--- config.mk ---
export PLATFORM = sky130hd
export DESIGN_NAME = six_button_pad_snooper
export DESIGN_NICKNAME = d
export VERILOG_FILES = /design/src/sbps_pkg.sv /design/src/sbps_phase_engine.sv /design/src/sbps_out_reg.sv /design/src/six_button_pad_snooper.sv
export SDC_FILE = /design/constraint.sdc
export NUM_CORES = 1
export LEC_CHECK = 0
export ABC_AREA = 1
export BUFFER_PORTS_ARGS = -buffer_cell sky130_fd_sc_hd__buf_2
export CAP_MARGIN = 40
export CORE_MARGIN = 2
export CORE_UTILIZATION = 55
export DETAILED_ROUTE_END_ITERATION = 10
export PLACE_DENSITY = 0.85
export SYNTH_ARGS = -nofsm -noshare
export SYNTH_HDL_FRONTEND = slang
export SYNTH_SLANG_ARGS = --single-unit
export TNS_END_PERCENT = 30
--- constraint.sdc ---
create_clock -name clk -period 2.9 [get_ports clk]
set_input_delay 0.58 -clock clk [delete_from_list [all_inputs] [get_ports clk]]
set_output_delay 0.58 -clock clk [all_outputs]
set_load 0.02 [all_outputs]
--- src/sbps_pkg.sv ---
`timescale 1ns / 1ps

package sbps_pkg;

	localparam logic [7:0]  PINS_LR_MASK   = 8'h30;
	localparam logic [7:0]  PINS_UD_MASK   = 8'h0C;
	localparam logic [7:0]  PINS_UDLR_MASK = 8'h3C;
	localparam logic [15:0] KEEP_A_START   = 16'hFE7E;
	localparam logic [15:0] KEEP_UDLRBC    = 16'hFF81;
	localparam logic [15:0] KEEP_ZYXM      = 16'hE1FF;
	localparam logic [15:0] ACC_ALL_ONES   = 16'hFFFF;

	typedef enum logic [2:0] {
		PH_WAIT_LOW = 3'd0,
		PH_HIGH_1   = 3'd1,
		PH_LOW_2    = 3'd2,
		PH_HIGH_2   = 3'd3,
		PH_LOW_3    = 3'd4,
		PH_ID_HIGH  = 3'd5
	} phase_t;

	typedef struct packed {
		logic       select_line;
		logic [5:0] data_lines;
	} sample_t;

	typedef struct packed {
		logic        emit;
		logic [15:0] button_word;
	} result_t;

endpackage

--- src/sbps_phase_engine.sv ---
`timescale 1ns / 1ps

module sbps_phase_engine (
	input  logic              clk,
	input  logic              arst_n,
	input  logic              step,
	input  sbps_pkg::sample_t sample,
	output sbps_pkg::result_t result
);

	sbps_pkg::phase_t phase_q;
	sbps_pkg::phase_t phase_d;
	logic [15:0]      acc_q;
	logic [15:0]      acc_d;
	logic [15:0]      acc_next;
	logic [7:0]       p;
	logic             sel_high;
	logic             lr_low;
	logic             ud_low;
	logic             all_low;
	logic             emit;

	assign p        = {sample.data_lines, 2'b00};
	assign sel_high = sample.select_line;
	assign lr_low   = (p & sbps_pkg::PINS_LR_MASK) == 8'h00;
	assign ud_low   = (p & sbps_pkg::PINS_UD_MASK) == 8'h00;
	assign all_low  = (p & sbps_pkg::PINS_UDLR_MASK) == 8'h00;

	// next phase
	always_comb begin
		phase_d = phase_q;
		unique case (phase_q)
			sbps_pkg::PH_HIGH_1: begin
				if (sel_high && !lr_low) phase_d = sbps_pkg::PH_LOW_2;
			end
			sbps_pkg::PH_HIGH_2: begin
				if (sel_high && !lr_low) phase_d = sbps_pkg::PH_LOW_3;
			end
			sbps_pkg::PH_LOW_2: begin
				if (!sel_high && lr_low)
					phase_d = all_low ? sbps_pkg::PH_ID_HIGH : sbps_pkg::PH_HIGH_2;
			end
			sbps_pkg::PH_LOW_3: begin
				if (!sel_high && lr_low)
					phase_d = all_low ? sbps_pkg::PH_ID_HIGH : sbps_pkg::PH_WAIT_LOW;
			end
			sbps_pkg::PH_ID_HIGH: begin
				if (sel_high && !all_low) phase_d = sbps_pkg::PH_WAIT_LOW;
			end
			default: begin
				phase_d = (!sel_high && lr_low && !ud_low) ? sbps_pkg::PH_HIGH_1
					: sbps_pkg::PH_WAIT_LOW;
			end
		endcase
	end

	// capture and emit
	always_comb begin
		acc_next = acc_q;
		emit     = 1'b0;
		unique case (phase_q)
			sbps_pkg::PH_HIGH_1, sbps_pkg::PH_HIGH_2: begin
				if (sel_high && !lr_low)
					acc_next = acc_q & (sbps_pkg::KEEP_UDLRBC | {9'h000, p[7:1]});
			end
			sbps_pkg::PH_LOW_2: begin
				if (!sel_high && lr_low && !all_low)
					acc_next = acc_q & (sbps_pkg::KEEP_A_START | {7'h00, p, 1'b0});
			end
			sbps_pkg::PH_LOW_3: begin
				if (!sel_high && lr_low && !all_low) emit = 1'b1;
			end
			sbps_pkg::PH_ID_HIGH: begin
				if (sel_high && !all_low) begin
					acc_next = acc_q & (sbps_pkg::KEEP_ZYXM | {1'b0, p, 7'h00});
					emit     = 1'b1;
				end
			end
			default: begin
				if (!sel_high && lr_low && !ud_low)
					acc_next = acc_q & (sbps_pkg::KEEP_A_START | {7'h00, p, 1'b0});
			end
		endcase
		acc_d              = emit ? sbps_pkg::ACC_ALL_ONES : acc_next;
		result.emit        = emit;
		result.button_word = ~acc_next;
	end

	always_ff @(posedge clk or negedge arst_n) begin
		if (!arst_n) begin
			phase_q <= sbps_pkg::PH_WAIT_LOW;
			acc_q   <= sbps_pkg::ACC_ALL_ONES;
		end else if (step) begin
			phase_q <= phase_d;
			acc_q   <= acc_d;
		end
	end

endmodule

--- src/sbps_out_reg.sv ---
`timescale 1ns / 1ps

module sbps_out_reg (
	input  logic        clk,
	input  logic        arst_n,
	input  logic        load,
	input  logic [15:0] word,
	output logic        space,
	output logic        tvalid,
	input  logic        tready,
	output logic [15:0] tdata
);

	logic        valid_q;
	logic [15:0] word_q;

	assign space  = !valid_q || tready;
	assign tvalid = valid_q;
	assign tdata  = word_q;

	always_ff @(posedge clk or negedge arst_n) begin
		if (!arst_n) begin
			valid_q <= 1'b0;
		end else if (space) begin
			valid_q <= load;
		end
	end

	always_ff @(posedge clk) begin
		if (space && load) word_q <= word;
	end

endmodule

--- src/six_button_pad_snooper.sv ---
`timescale 1ns / 1ps

// channel   dir  width  fields (lowest bit up)
// s_axis    in   8      select_line, data_lines[5:0], pad
// m_axis    out  16     button_word
//
// one pin sample a cycle unless a completing sample waits on a stalled output; a sample
// is registered; a completed word enters the output register as its last sample leaves
// arst_n clears the phase to waiting for the first low phase and the accumulator to ones
// a stalled output holds only samples that complete a word; other samples keep flowing

module six_button_pad_snooper (
	input  logic        clk,
	input  logic        arst_n,
	input  logic        s_axis_tvalid,
	output logic        s_axis_tready,
	input  logic [7:0]  s_axis_tdata,  // select_line, data_lines[5:0], zero pad
	output logic        m_axis_tvalid,
	input  logic        m_axis_tready,
	output logic [15:0] m_axis_tdata   // button_word
);

	logic              valid_s1;
	sbps_pkg::sample_t sample_s1;
	sbps_pkg::result_t result;
	logic              space;
	logic              consume;

	assign consume       = valid_s1 && (!result.emit || space);
	assign s_axis_tready = !valid_s1 || consume;

	always_ff @(posedge clk or negedge arst_n) begin
		if (!arst_n) begin
			valid_s1 <= 1'b0;
		end else if (s_axis_tready) begin
			valid_s1 <= s_axis_tvalid;
		end
	end

	always_ff @(posedge clk) begin
		if (s_axis_tready && s_axis_tvalid) begin
			sample_s1.select_line <= s_axis_tdata[0];
			sample_s1.data_lines  <= s_axis_tdata[6:1];
		end
	end

	sbps_phase_engine u_engine (
		.clk    (clk),
		.arst_n (arst_n),
		.step   (consume),
		.sample (sample_s1),
		.result (result)
	);

	sbps_out_reg u_out (
		.clk    (clk),
		.arst_n (arst_n),
		.load   (consume && result.emit),
		.word   (result.button_word),
		.space  (space),
		.tvalid (m_axis_tvalid),
		.tready (m_axis_tready),
		.tdata  (m_axis_tdata)
	);

endmodule
======== Word level (Yosys, flattened, before mapping) ========
Index checks and enable logic that the tools add are counted.
storage, ports and cells
  register bits after elaboration ......... 44
  input port bits ......................... 12
cells by class
  equal/unequal tests ..................... 10
  mux-type cells .......................... 18
  bitwise operators ....................... 4
  reduce and logical (&&, ||, !) cells .... 24
operator list
  operator                                                                  number
  16-bit 2-to-1 mux                                                         5
  16-bit one-hot mux with 4 select lines                                    1
  16-bit AND                                                                3
  8-bit logical NOT                                                         3
  3-bit 2-to-1 mux                                                          7
  16-bit NOT                                                                1
  3-bit one-hot mux with 5 select lines                                     1
  2-bit by 1-bit inequality test with 1-bit output (second input constant)  5
  1-bit logical AND                                                         9
  1-bit logical NOT                                                         7
  3-bit by 2-bit equality test with 1-bit output (second input constant)    2
  3-bit equality test (second input constant)                               2
  6-bit AND reduction                                                       1
  3-bit by 1-bit equality test with 1-bit output (second input constant)    1
  1-bit logical OR                                                          3
  1-bit 2-to-1 mux                                                          3
  1-bit one-hot mux with 2 select lines                                     1
  2-bit OR reduction                                                        1

======== Depth between registers and ports, before layout ========
  word-level depth ........................ 10
  gate-level depth with buffers ........... 10
  gate-level depth less buffers ........... 10

======== By module ========
A second synthesis with hierarchy kept.
unflattened totals
  cell total of the unflattened synthesis .. 215
  area total of the unflattened synthesis .. 1956.9 µm²
modules (own cells, without submodules)
  module                  instances  cells each  area each (µm²)
  sbps_phase_engine       1          176         1151.1
  sbps_out_reg            1          22          525.5
  six_button_pad_snooper  1          17          280.3

======== Worst setup path after synthesis ========
OpenSTA, ideal clock, no wires.
  path kind ............................... flip-flop to flip-flop
  from .................................... reg u_engine.phase_q[1]
  to ...................................... reg u_out.word_q[0] (netlist: u_out.tdata[0]), enable pin
  library setup time ...................... 354 ps
  arrival time ............................ 1533 ps
  required time ........................... 2546 ps
  path slack .............................. 1013 ps
  stages on the path, launching flop included .. 9
  period minus slack after synthesis ...... 1887 ps
  path through ............................ dfrtp_1 inv_1 nand2_2 nor2_4 nand3_1 nand2_2 nand4_2 buf_2 inv_1
on the way
  longest elaborated chain between the ends .. 7
  elaborated cells on any way between the ends .. 8
  those cells by class .................... eq/ne (2); mux (1); reduce/logical (5)
ends and longest elaborated chain
  element                                  line                          RTL
  from (decl)                              sbps_phase_engine.sv:11       sbps_pkg::phase_t phase_q;
  from (signal assigned)                   sbps_phase_engine.sv:91       phase_q <= sbps_pkg::PH_WAIT_LOW;
  from (signal assigned)                   sbps_phase_engine.sv:94       phase_q <= phase_d;
  3-bit equality test                      sbps_phase_engine.sv:61       unique case (phase_q)
  1-bit one-hot mux with 2 select lines *  sbps_phase_engine.sv:61
  1-bit logical NOT                        six_button_pad_snooper.sv:29  assign consume = valid_s1 && (!result.emit || space);
  1-bit logical OR                         six_button_pad_snooper.sv:29
  1-bit logical AND                        six_button_pad_snooper.sv:29
  1-bit logical AND *                      six_button_pad_snooper.sv:58  .load (consume && result.emit),
  1-bit logical AND *                      sbps_out_reg.sv:30            if (space && load) word_q <= word;
  to (signal assigned)                     sbps_out_reg.sv:30
  to (decl)                                sbps_out_reg.sv:15            logic [15:0] word_q;
Every way passes the cells marked *; elsewhere a longest branch is shown, timed or not.
A chain may end at the register's enable or synchronous reset.

======== Worst setup path after layout ========
  from .................................... reg sample_s1[3] (netlist name)
  to ...................................... out s_axis_tready
on the way
  longest elaborated chain between the ends .. 9
  elaborated cells on any way between the ends .. 13
  those cells by class .................... mux (3); reduce/logical (10)
ends and longest elaborated chain
  element                                                        line                                              RTL
  from (decl)                                                    six_button_pad_snooper.sv:24                      sbps_pkg::sample_t sample_s1;
  8-bit logical NOT (on tied branches)                           sbps_phase_engine.sv:27, sbps_phase_engine.sv:25
  1-bit logical NOT / 1-bit logical AND (equally long branches)  sbps_phase_engine.sv:71, sbps_phase_engine.sv:74
  1-bit logical AND (on tied branches)                           sbps_phase_engine.sv:74, sbps_phase_engine.sv:71
  1-bit 2-to-1 mux (on tied branches)                            sbps_phase_engine.sv:74, sbps_phase_engine.sv:71
  1-bit one-hot mux with 2 select lines *                        sbps_phase_engine.sv:61
  1-bit logical NOT *                                            six_button_pad_snooper.sv:29
  1-bit logical OR *                                             six_button_pad_snooper.sv:29
  1-bit logical AND *                                            six_button_pad_snooper.sv:29
  1-bit logical OR *                                             six_button_pad_snooper.sv:30                      assign s_axis_tready = !valid_s1 || consume;
  to (decl)                                                      six_button_pad_snooper.sv:16                      output logic s_axis_tready,
Marks and branches as above.

==> run summary <==
In the routed layout, each cell is associated on average with a via count of 5.20. The DRC violation count after routing was 0; the area of the core was 0.00310 sq mm. The number of antenna violations at the first check in global routing was 0. The setup path with the least slack is of type reg2out. Measured along the y axis, the die boundary spans 61.4 um.

The tools report the depth of the CTS H-tree as 2. For the netlist area before placement, the log shows 0.00181 sq mm. The static leakage was 0.922 nW.

The share of the synthesized area in the top cell type came out at 34.9%. Area growth from synthesis to layout: 11.8%. The distinct cell type count after synthesis was 27.

The post-cts sizing count came out at 0. The tools report the sort of element at the end of the critical path as a primary output. The later pin in the worst-skew pair is clocked with a latency of 0.35 ns. Of the total power, the share spent switching nets is 26.5%.

The proportion of power drawn by the clock network is 25.3%, and the horizontal extent of the die is 61.4 um. For the number of global-route vias before repair, the log shows 1233. At the pin with the least slew margin, the transition time is 0.540 ns.

In the final routed layout, each cell accounts on average for 12.0 um. The logs give 0.882 for the last weighted congestion value of the routability-driven placer and 30 for the number of placed I/O pins. The largest net degree at the start of global routing is 20, and the fmax is 0.425 GHz.

Internal power comes to 0.000780 W. The layout net count was 227; the clock input transition at the sequential cells of the worst setup and hold paths was 0.12 ns. For the worst setup path, the data arrival time is 1.77 ns. TritonCTS built the clock tree. The placed wire-length estimate after detailed placement was 2.25 mm; the post-synthesis cell count was 184. The maximum net fanout on the critical path is 4, and the number of buffers on the longest clock path is 2. The iteration count of the initial detailed-routing pass was 4.

For this design the total switching power over the nets is 0.000281 W. The logs give 0 for the total count of hold-check failures in the final report and 0 for the final setup violation count. The tools report the violation count after the first detailed-routing iteration as 39. Of the total power, combinational logic draws 12.1%.

The mean cell area of the mapped netlist is 9.83 sq um. The proportion of synthesized chip area in sequential cells was 62.1%; the number of hold buffers added after CTS was 0. Synthesis produced a netlist with a net count of 197.

The floorplan row count came out at 20. The run finished with clean final reports. Number of maximum-capacitance violations: 0.

The worst setup path is launched from a flop. The final period utilization works out to 81.2%. The number of synthesized register bits is 40. The initial core utilization is 58.3%, and the number of sinks driven by the clock tree is 40. During placement, the flow inserted port buffers numbering 28.

The first global-routing pass estimated 5.35 mm of wire. Summing all placed instances gives a cell area of 0.00197 sq mm. The cell type contributing the most total cell area after synthesis is sky130_fd_sc_hd__edfxtp_1. Final max-slew violation count: 0. The aggregate global routing overflow was 0.

The post-route standard cell area excluding fillers is 0.00202 sq mm, and the maximum ir drop on the vdd rail is 0.350 mV. The floorplan step defined a die boundary enclosing 0.00376 sq mm. Buffers added to address setup during post-CTS repair amount to 0. The antenna diode count came out at 0. The worst pin sits at a relative slew slack of 63.9%. Leaving out filler cells and counting taps, the final layout contains 259. The worst clock skew on the final layout was 0.0117 ns; the sum of negative setup slack was 0 ns. The clock period could shrink to 2.35 ns.

The tools report the total via count in the routed design as 1348. Setup repair after global routing left no endpoint under its margin. During synthesis, Yosys emitted a total of 0 warnings. CTS placed an instance of sky130_fd_sc_hd__clkbuf_4 at the clock tree root.

The run gives 20.0% as the overall fraction of global-route tracks in use. In this run the worst hold path is classified as in2async. Per report_power, the sequential group accounts for 62.6% of the total. The cell count after placement came out at 251. The number of buffers created by CTS was 5. The final layout contains routed wiring with a total length of 3.11 mm. The detail route stage leaves a number of antenna-violating nets equal to 0. For the required time of the critical path, the log shows 2.32 ns. Sorting the synthesized cells by area gives the leading types as sky130_fd_sc_hd__edfxtp_1, sky130_fd_sc_hd__dfstp_2, sky130_fd_sc_hd__nand2_1, sky130_fd_sc_hd__dfrtp_1, sky130_fd_sc_hd__nand3_1. The fraction of layout instances using a drive strength above 1 is 27.9%, and the power per standard cell area is 524 mW/mm^2.
==> synthesized netlist by cell type, drive strengths merged <==
cell,n
a21boi,2
a21oi,1
buf,5
dfrtp,5
dfstp,14
edfxtp,21
ha,1
inv,18
nand2,61
nand3,21
nand4,5
nor2,13
nor3,1
o21ai,16
==> area by class of cell <==
class / count / area [sq um]
flip-flops and latches: 40 / 1120
fillers: 277 / 1080
multi-input cells: 121 / 583
repair buffers: 28 / 140
inverters: 18 / 67.6
well taps: 44 / 55.1
clock buffers: 6 / 41.3
clock inverters: 2 / 12.5
==> path summary, 6_finish.rpt <==
| path | slack, ns | cells past startpoint | start | endpoint |
|---|---|---|---|---|
| worst max register to register | 0.60 | 7 | sample_s1[3]$_DFFE_PP_ | u_out.tdata[8]$_DFFE_PP_ |
| worst min register to register | 0.47 | 2 | u_engine.acc_q[14]$_DFFE_PN1P_ | u_engine.acc_q[14]$_DFFE_PN1P_ |
| max in group asynchronous | 2.42 | 1 | arst_n | u_engine.acc_q[9]$_DFFE_PN1N_ |
| min in group clk | 0.39 | 1 | s_axis_tdata[4] | sample_s1[3]$_DFFE_PP_ |
| worst min-delay path | 0.15 | 1 | arst_n | valid_s1$_DFFE_PN0P_ |
| worst max-delay path | 0.55 | 7 | sample_s1[3]$_DFFE_PP_ | s_axis_tready |
==> power by group through the flow <==
stage	sequential (W)	combinational (W)	clock (W)
2_1_floorplan	0.000668	0.0000978	0
3_3_place_gp	0.000673	0.000123	0
3_5_place_dp	0.000675	0.000128	0
4_1_cts	0.000663	0.000129	0.000274
5_1_grt	0.000668	0.000148	0.000301
6_report	0.000664	0.000128	0.000268
==> cells in the final DEF, fill, tap and decap left out <==
| cell | count |
|---|---|
| sky130_fd_sc_hd__buf_2 | 28 |
| sky130_fd_sc_hd__nand2_2 | 3 |
| sky130_fd_sc_hd__o21ai_1 | 3 |
| sky130_fd_sc_hd__nor2_4 | 1 |
| sky130_fd_sc_hd__dfstp_2 | 14 |
| sky130_fd_sc_hd__inv_2 | 1 |
| sky130_fd_sc_hd__o21ai_0 | 12 |
| sky130_fd_sc_hd__nand4_1 | 4 |
| sky130_fd_sc_hd__o21ai_2 | 1 |
| sky130_fd_sc_hd__clkinvlp_4 | 1 |
| sky130_fd_sc_hd__clkinv_2 | 1 |
| sky130_fd_sc_hd__inv_1 | 17 |
| sky130_fd_sc_hd__nand2_4 | 1 |
| sky130_fd_sc_hd__edfxtp_1 | 21 |
| sky130_fd_sc_hd__clkbuf_1 | 1 |
| sky130_fd_sc_hd__ha_1 | 1 |
| sky130_fd_sc_hd__clkbuf_4 | 5 |
| sky130_fd_sc_hd__nand2_1 | 57 |
| sky130_fd_sc_hd__nor2_1 | 11 |
| sky130_fd_sc_hd__nand3_1 | 20 |
| sky130_fd_sc_hd__a21oi_1 | 1 |
| sky130_fd_sc_hd__a21boi_2 | 1 |
| sky130_fd_sc_hd__dfrtp_1 | 5 |
| sky130_fd_sc_hd__a21boi_0 | 1 |
| sky130_fd_sc_hd__nand4_2 | 1 |
| sky130_fd_sc_hd__nand3_4 | 1 |
| sky130_fd_sc_hd__nor3_1 | 1 |
| sky130_fd_sc_hd__nor2_2 | 1 |
==> sequential cells by signal (all words and copies together) (netlist names) <==
name / count
valid_s1: 1
sample_s1: 7
u_out.tvalid: 1
u_engine.phase_q: 3
u_out.tdata: 14
u_engine.acc_q: 14
==> kinds of logic after synthesis <==
kind of cell             Yosys count  synth area share [%]
flip-flops                        40                  62.1
buffers and inverters             23                  5.67
adder cells (fa/ha/maj)            1                 0.691
AO/OA/AOI/OAI                     19                  5.95
AND/OR/NAND/NOR                  101                  25.6
==> critical path, stage by stage (launching register included) <==
cell and delay [ns]:
sky130_fd_sc_hd__edfxtp_1 0.45, sky130_fd_sc_hd__nor2_1 0.16, sky130_fd_sc_hd__nand2_1 0.09, sky130_fd_sc_hd__nor2_1 0.14, sky130_fd_sc_hd__nand2_1 0.08, sky130_fd_sc_hd__nand2_2 0.12
sky130_fd_sc_hd__nand4_1 0.16, sky130_fd_sc_hd__buf_2 0.21
==> per-layer routing <==
| layer | global-route usage [%] | routed length (um) | vias to the layer above |
|---|---|---|---|
| li1 | - | - | 672 |
| met1 | 25.6 | 1430 | 622 |
| met2 | 31.2 | 1470 | 47 |
| met3 | 6.30 | 163 | 7 |
| met4 | 9.12 | 51 | 0 |
| met5 | 0 | 0 | - |
==> through the flow <==
stage	setup WS, ns	hold slack, ns	total power [W]	utilization (%)
CTS	0.557	0.167	0.00107	65.2
finish	0.546	0.149	0.00106	65.2
global placement	0.627	0.450	0.000796	63.5
detailed placement	0.604	0.457	0.000803	63.5
floorplan	1.01	0.284	0.000765	-
global route	0.438	0.169	0.00112	65.2
(Power assumes the default switching activity.)
